==> src/sv/iis_pkg.sv <==
package iis_pkg;

  localparam int DEF_MAX_WIDTH  = 2048;
  localparam int DEF_MAX_HEIGHT = 2048;

  localparam int PIX_W   = 8;
  localparam int SUM_W   = 30;
  localparam int SQSUM_W = 38;
  localparam int CFG_W   = 12;
  localparam int IDX_W   = 4;

  localparam logic [IDX_W-1:0] REG_FRAME_WIDTH  = IDX_W'(0);
  localparam logic [IDX_W-1:0] REG_FRAME_HEIGHT = IDX_W'(1);

  localparam logic [CFG_W-1:0] DIM_RESET = CFG_W'(2048);

  typedef struct packed {
    logic row_first;
    logic row_end;
    logic frame_end;
  } pos_flags_t;

  // Last valid index for a dimension register: zero acts as one, large values saturate.
  function automatic int clamp_last(input logic [CFG_W-1:0] v, input int maxv);
    int r;
    if (v == '0) begin
      r = 0;
    end else if (int'(v) > maxv) begin
      r = maxv - 1;
    end else begin
      r = int'(v) - 1;
    end
    return r;
  endfunction

endpackage

==> src/sv/iis_cfg_if.sv <==
interface iis_cfg_if;
  logic                     valid;
  logic                     ready;
  logic [iis_pkg::IDX_W-1:0] index;
  logic [iis_pkg::CFG_W-1:0] data;

  modport source (output valid, output index, output data, input ready);
  modport sink (input valid, input index, input data, output ready);
endinterface

==> src/sv/iis_ctrl.sv <==
module iis_ctrl #(
  parameter int MAX_WIDTH  = 2048,
  parameter int MAX_HEIGHT = 2048,
  parameter int CW         = 11,
  parameter int RW         = 11,
  parameter int RSW        = 19,
  parameter int RQW        = 27
) (
  input  logic                       clk,
  input  logic                       rst,
  iis_cfg_if.sink                    cfg,
  input  logic                       accept,
  input  logic [iis_pkg::PIX_W-1:0]  pixel,
  output logic [CW-1:0]              col,
  output iis_pkg::pos_flags_t        flags,
  output logic [RSW-1:0]             sum_now,
  output logic [RQW-1:0]             sq_now
);
  import iis_pkg::*;

  logic [CW-1:0]  col_cnt;
  logic [RW-1:0]  row_cnt;
  logic [RSW-1:0] run_sum;
  logic [RQW-1:0] run_sq;
  logic [CW-1:0]  w_last;
  logic [RW-1:0]  h_last;
  logic [2*PIX_W-1:0] pix_sq;
  logic           cfg_wr;

  assign cfg.ready = 1'b1;
  assign cfg_wr    = cfg.valid && cfg.ready;

  assign pix_sq          = pixel * pixel;
  assign sum_now         = run_sum + RSW'(pixel);
  assign sq_now          = run_sq + RQW'(pix_sq);
  assign col             = col_cnt;
  assign flags.row_first = (row_cnt == '0);
  assign flags.row_end   = (col_cnt == w_last);
  assign flags.frame_end = flags.row_end && (row_cnt == h_last);

  always_ff @(posedge clk) begin
    if (rst) begin
      col_cnt <= '0;
      row_cnt <= '0;
      run_sum <= '0;
      run_sq  <= '0;
      w_last  <= CW'(clamp_last(DIM_RESET, MAX_WIDTH));
      h_last  <= RW'(clamp_last(DIM_RESET, MAX_HEIGHT));
    end else if (cfg_wr) begin
      if (cfg.index == REG_FRAME_WIDTH || cfg.index == REG_FRAME_HEIGHT) begin
        // restart the plane on any dimension write
        col_cnt <= '0;
        row_cnt <= '0;
        run_sum <= '0;
        run_sq  <= '0;
      end
      if (cfg.index == REG_FRAME_WIDTH) begin
        w_last <= CW'(clamp_last(cfg.data, MAX_WIDTH));
      end
      if (cfg.index == REG_FRAME_HEIGHT) begin
        h_last <= RW'(clamp_last(cfg.data, MAX_HEIGHT));
      end
    end else if (accept) begin
      if (flags.row_end) begin
        col_cnt <= '0;
        run_sum <= '0;
        run_sq  <= '0;
        row_cnt <= flags.frame_end ? '0 : row_cnt + RW'(1);
      end else begin
        col_cnt <= col_cnt + CW'(1);
        run_sum <= sum_now;
        run_sq  <= sq_now;
      end
    end
  end

endmodule

==> src/flat_wrapper.sv <==
// flat-port wrapper written by rule: the top's interface ports become plain ports
module iis_ctrl_flat import iis_pkg::*;
#(
  parameter int MAX_WIDTH  = 2048,
  parameter int MAX_HEIGHT = 2048,
  parameter int CW         = 11,
  parameter int RW         = 11,
  parameter int RSW        = 19,
  parameter int RQW        = 27
)
  (clk, rst, accept, pixel, col, flags, sum_now, sq_now, cfg_valid, cfg_index, cfg_data, cfg_ready);
  iis_cfg_if cfg_i ();
  input  logic clk;
  input  logic rst;
  input  logic accept;
  input  logic [iis_pkg::PIX_W-1:0] pixel;
  output logic [CW-1:0] col;
  output iis_pkg::pos_flags_t flags;
  output logic [RSW-1:0] sum_now;
  output logic [RQW-1:0] sq_now;
  input wire logic [$bits(cfg_i.valid)-1:0] cfg_valid;
  input wire logic [$bits(cfg_i.index)-1:0] cfg_index;
  input wire logic [$bits(cfg_i.data)-1:0] cfg_data;
  output wire logic [$bits(cfg_i.ready)-1:0] cfg_ready;
  assign cfg_i.valid = cfg_valid;
  assign cfg_i.index = cfg_index;
  assign cfg_i.data = cfg_data;
  assign cfg_ready = cfg_i.ready;
  iis_ctrl #(.MAX_WIDTH(MAX_WIDTH), .MAX_HEIGHT(MAX_HEIGHT), .CW(CW), .RW(RW), .RSW(RSW), .RQW(RQW)) u_core (.clk(clk), .rst(rst), .cfg(cfg_i), .accept(accept), .pixel(pixel), .col(col), .flags(flags), .sum_now(sum_now), .sq_now(sq_now));
endmodule
==> config.mk <==
export PLATFORM = sky130hd
export DESIGN_NAME = iis_ctrl_flat
export DESIGN_NICKNAME = d
export VERILOG_FILES = /design/src/sv/iis_pkg.sv /design/src/sv/iis_cfg_if.sv /design/src/sv/iis_ctrl.sv /design/src/flat_wrapper.sv
export SDC_FILE = /design/constraint.sdc
export NUM_CORES = 1
export LEC_CHECK = 0
export BUFFER_PORTS_ARGS = -buffer_cell sky130_fd_sc_hd__buf_2
export CAP_MARGIN = 10
export CORE_MARGIN = 2
export CORE_UTILIZATION = 45
export CTS_BUF_LIST = sky130_fd_sc_hd__clkbuf_16
export CTS_CLUSTER_DIAMETER = 80
export DETAILED_ROUTE_END_ITERATION = 8
export RECOVER_POWER = 25
export SLEW_MARGIN = 20
export SYNTH_ARGS = -nofsm -noshare
export SYNTH_HDL_FRONTEND = slang
export SYNTH_SLANG_ARGS = --single-unit
==> constraint.sdc <==
create_clock -name clk -period 26.2 [get_ports clk]
set_input_delay 6.55 -clock clk [delete_from_list [all_inputs] [get_ports clk]]
set_output_delay 6.55 -clock clk [all_outputs]
set_load 0.1 [all_outputs]
==> flow_metrics.tcl <==
set metrics [dict create \
    viasPerCell 5.26 \
    fin_nets 1022 \
    timing.rr.start "u_core.run_sq[7]" \
    r2r_cells 15 \
    yosysTopAreaCell "dfxtp_1" \
    avgSynthCellArea_um2 8.54 \
    setup_tns_ns 0 \
    design_area_um2 8040 \
    rsz0062_at_grt "false" \
    cp_cell_sequence "buf_2 -> and2_1 -> inv_1 -> fa_1 -> inv_1 -> fa_1 -> fa_1 -> inv_1 -> fa_1 -> inv_1 -> ha_1 -> o211a_1 -> a21oi_2 -> a2111oi_0 -> or3_1 -> nand3_1 -> xnor2_1 -> buf_2" \
    cap_viol_max_count 2 \
    grt_usage_pct 20.9 \
    htreeDepth 3 \
    netlist.area_leader.share_pct 25.0 \
    netlist-cell-type-count 68 \
    core_area_um2 15800 \
    grt_pass1_vias 5665 \
    path_clk_slew_ns 0.07 \
    place_congestion 0.872 \
    post-route-period-util_pct 69.6 \
    grt_pass1_wl_um 28400 \
    setup_viol 0 \
    syn_to_final_growth_pct 11.7 \
    synth-async-reset-ratio_pct 0 \
    ctsHoldBuffers 0 \
    cts_sinks 90 \
    status "complete, but fails checks" \
    crit_path_max_fanout 15 \
    start_kind "input pin" \
    initial_utilization_pct 45.6 \
    cts_root_buf "clkbuf_16" \
    diodes 0 \
    fp-row-count 46 \
    min_path_cells 2 \
    clock_skew_ns 0.00661 \
    hold_start "u_core.run_sum[5]" \
    die_h_um 130 \
    finalMaxSlewViolations 40 \
    timing.hold.worst.class "reg -> reg" \
    ios 89 \
    setup.worst_path.class "in -> out" \
    num_vias 5898 \
    critPathRequiredTime_ns 19.65 \
    drt-total-wl_um 17100 \
    drive_gt1_share_pct 12.1 \
    ys_ff_latch 90 \
    antenna_found_initial 0 \
    grt-ovfl-total 0 \
    cts_tree "built" \
    ant_nets 0 \
    rr_endpoint "u_core.run_sq[20]" \
    slowest_stage "fa_1" \
    violations "max-capacitance violations, max-slew violations" \
    cts_buffers 9 \
    arrival_ns 11.69 \
    synth_fp_nets 963 \
    post_cts_buffers 0 \
    drc 0 \
    grt_max_degree 36 \
    endpoint_kind "primary output" \
    dpl_cell_area_um2 7750 \
    worst-r2r-setup-slack_ns 21.48 \
    drt_iter0_markers 260 \
    min_to "u_core.run_sum[5]" \
    synth_top_flop_cell "dfxtp_1" \
    worst_pin_slew_ns 1.65 \
    routedWlPerCell_um 15.2 \
    port-buffer-count 87 \
    dieArea_um2 17000 \
    yosysSeqAreaShare_pct 25.0 \
    synth_warnings 0 \
    finalHoldViolCount 0 \
    dieWidth_um 130 \
    cts-resized-gates 0 \
    cts.path.max_buffers 2 \
    period_needed_ns 18.24 \
    drt-pass1-iter-count 4 \
    synth_edf_count 0 \
    clock.fmax_mhz 54.8 \
    slew_headroom_pct -11.5 \
    syn-cell-area_um2 7190 \
    worst_skew_pair.late_latency_ns 0.35 \
    max_stage_delay_ns 0.54 \
    hpwl_um 13000 \
    synthTopCellsByArea "dfxtp_1, fa_1, ha_1" \
    synth_cells 842 \
]
==> Yosys cell counts, types with 10 or more instances <==
library cell	instances
nand3_1	18
dfxtp_1	90
xnor2_1	55
o21ai_0	17
fa_1	38
nor2_1	59
inv_1	82
a21o_1	18
a21oi_1	32
ha_1	55
and2_1	23
nand4_1	10
a31oi_1	11
clkbuf_1	32
a22oi_1	21
nand2_1	76
xor2_1	38
nor3_1	15
o211ai_1	25
==> stage by stage <==
step           cells  hold slack (ns)  worst slack [ns]  utilization, %
2_1_floorplan    842            0.436              7.41               -
3_3_place_gp    1106            0.444              8.02            49.2
3_5_place_dp    1106            0.457              8.01            49.2
4_1_cts         1122            0.467              7.96            51.3
5_1_grt         1122            0.507              7.60            51.0
6_report        1122            0.467              7.96            51.0
==> cells in the final DEF, fill, tap and decap left out, types with 4 or more instances in the layout <==
cell       synthesis  routed
o21ai_0           17      17
nand2_1           76      76
nor2_1            59      58
and3_1             7       7
xnor2_1           55      55
nor4b_1            3       5
a41oi_1            3       4
a22oi_1           21      21
nand2b_1           5       5
a21o_1            18      18
clkbuf_1          32      14
nand4_1           10      10
a21oi_1           32      32
fa_1              38      38
nor4_1             9       9
xor2_1            38      38
dfxtp_1           90      90
o22a_1             5       5
a31o_2             4       4
nand3_1           18      18
nor2b_1            6       6
inv_1             82      84
nor3b_1            6       6
a31oi_1           11      11
buf_2              6      75
mux2i_1            6       6
and2_1            23      23
o211ai_1          25      25
o21a_1             6       6
a22o_1             4       4
nor3_1            15      14
ha_1              55      55
clkbuf_16          0       9
==> worst max path at each step <==
| stage | cells past startpoint | start | endpoint | slack (ns) |
|---|---|---|---|---|
| after floorplan | 19 | pixel[6] | sq_now[20] | 7.41 |
| after CTS | 18 | pixel[1] | sq_now[20] | 7.96 |
| after global placement | 18 | pixel[1] | sq_now[26] | 8.02 |
| after global routing | 18 | pixel[1] | sq_now[26] | 7.60 |
| final | 18 | pixel[1] | sq_now[26] | 7.96 |
| after detailed placement | 18 | pixel[1] | sq_now[20] | 8.01 |
==> sequential cells by signal, summed over array words and instances, names as in the netlist <==
signal,cells
u_core.col,11
u_core.h_last,11
u_core.row_cnt,11
u_core.run_sq,27
u_core.run_sum,19
u_core.w_last,11
==> per-layer routing <==
metal,part of all wire (%),vias up,GRT usage [%]
met1,49,2777,29.5
li1,-,3009,-
met2,46,99,34.1
met5,0,-,0
met3,3.1,13,2.97
met4,1.0,0,5.19
==> cells by family (layout without fill, tap and decap cells) <==
group / count (synthesis) / count (layout) / share of synthesized area [%]
compound gates: 173 / 173 / 17.0
mux: 6 / 6 / 0.835
xor+xnor: 93 / 93 / 11.3
buf+inv: 123 / 187 / 6.64
flops: 90 / 90 / 25.0
other cells: 1 / 1 / 0.0521
fa+ha+maj: 95 / 95 / 20.4
simple gates: 261 / 261 / 18.6
==> area by class of cell <==
cell class / instances / area, µm²
sequential: 90 / 1800
fill: 1573 / 7730
multi-input combinational: 629 / 4890
clock inverter: 7 / 110
clock buffer: 9 / 225
timing repair buffer: 89 / 428
tap: 216 / 270
inverter: 82 / 308
==> critical path, delay by kind of cell <==
family / cells / cell delay, ns
and+or+nand+nor: 3 / 0.94
AOI/OAI and AO/OA: 3 / 0.79
buffers and inverters: 6 / 0.89
adders and majority gates: 5 / 2.35
xor gates and xnor gates: 1 / 0.16
Power is not shown: default switching activity piles up to over one toggle a cycle in this logic, so the estimate is an artifact.
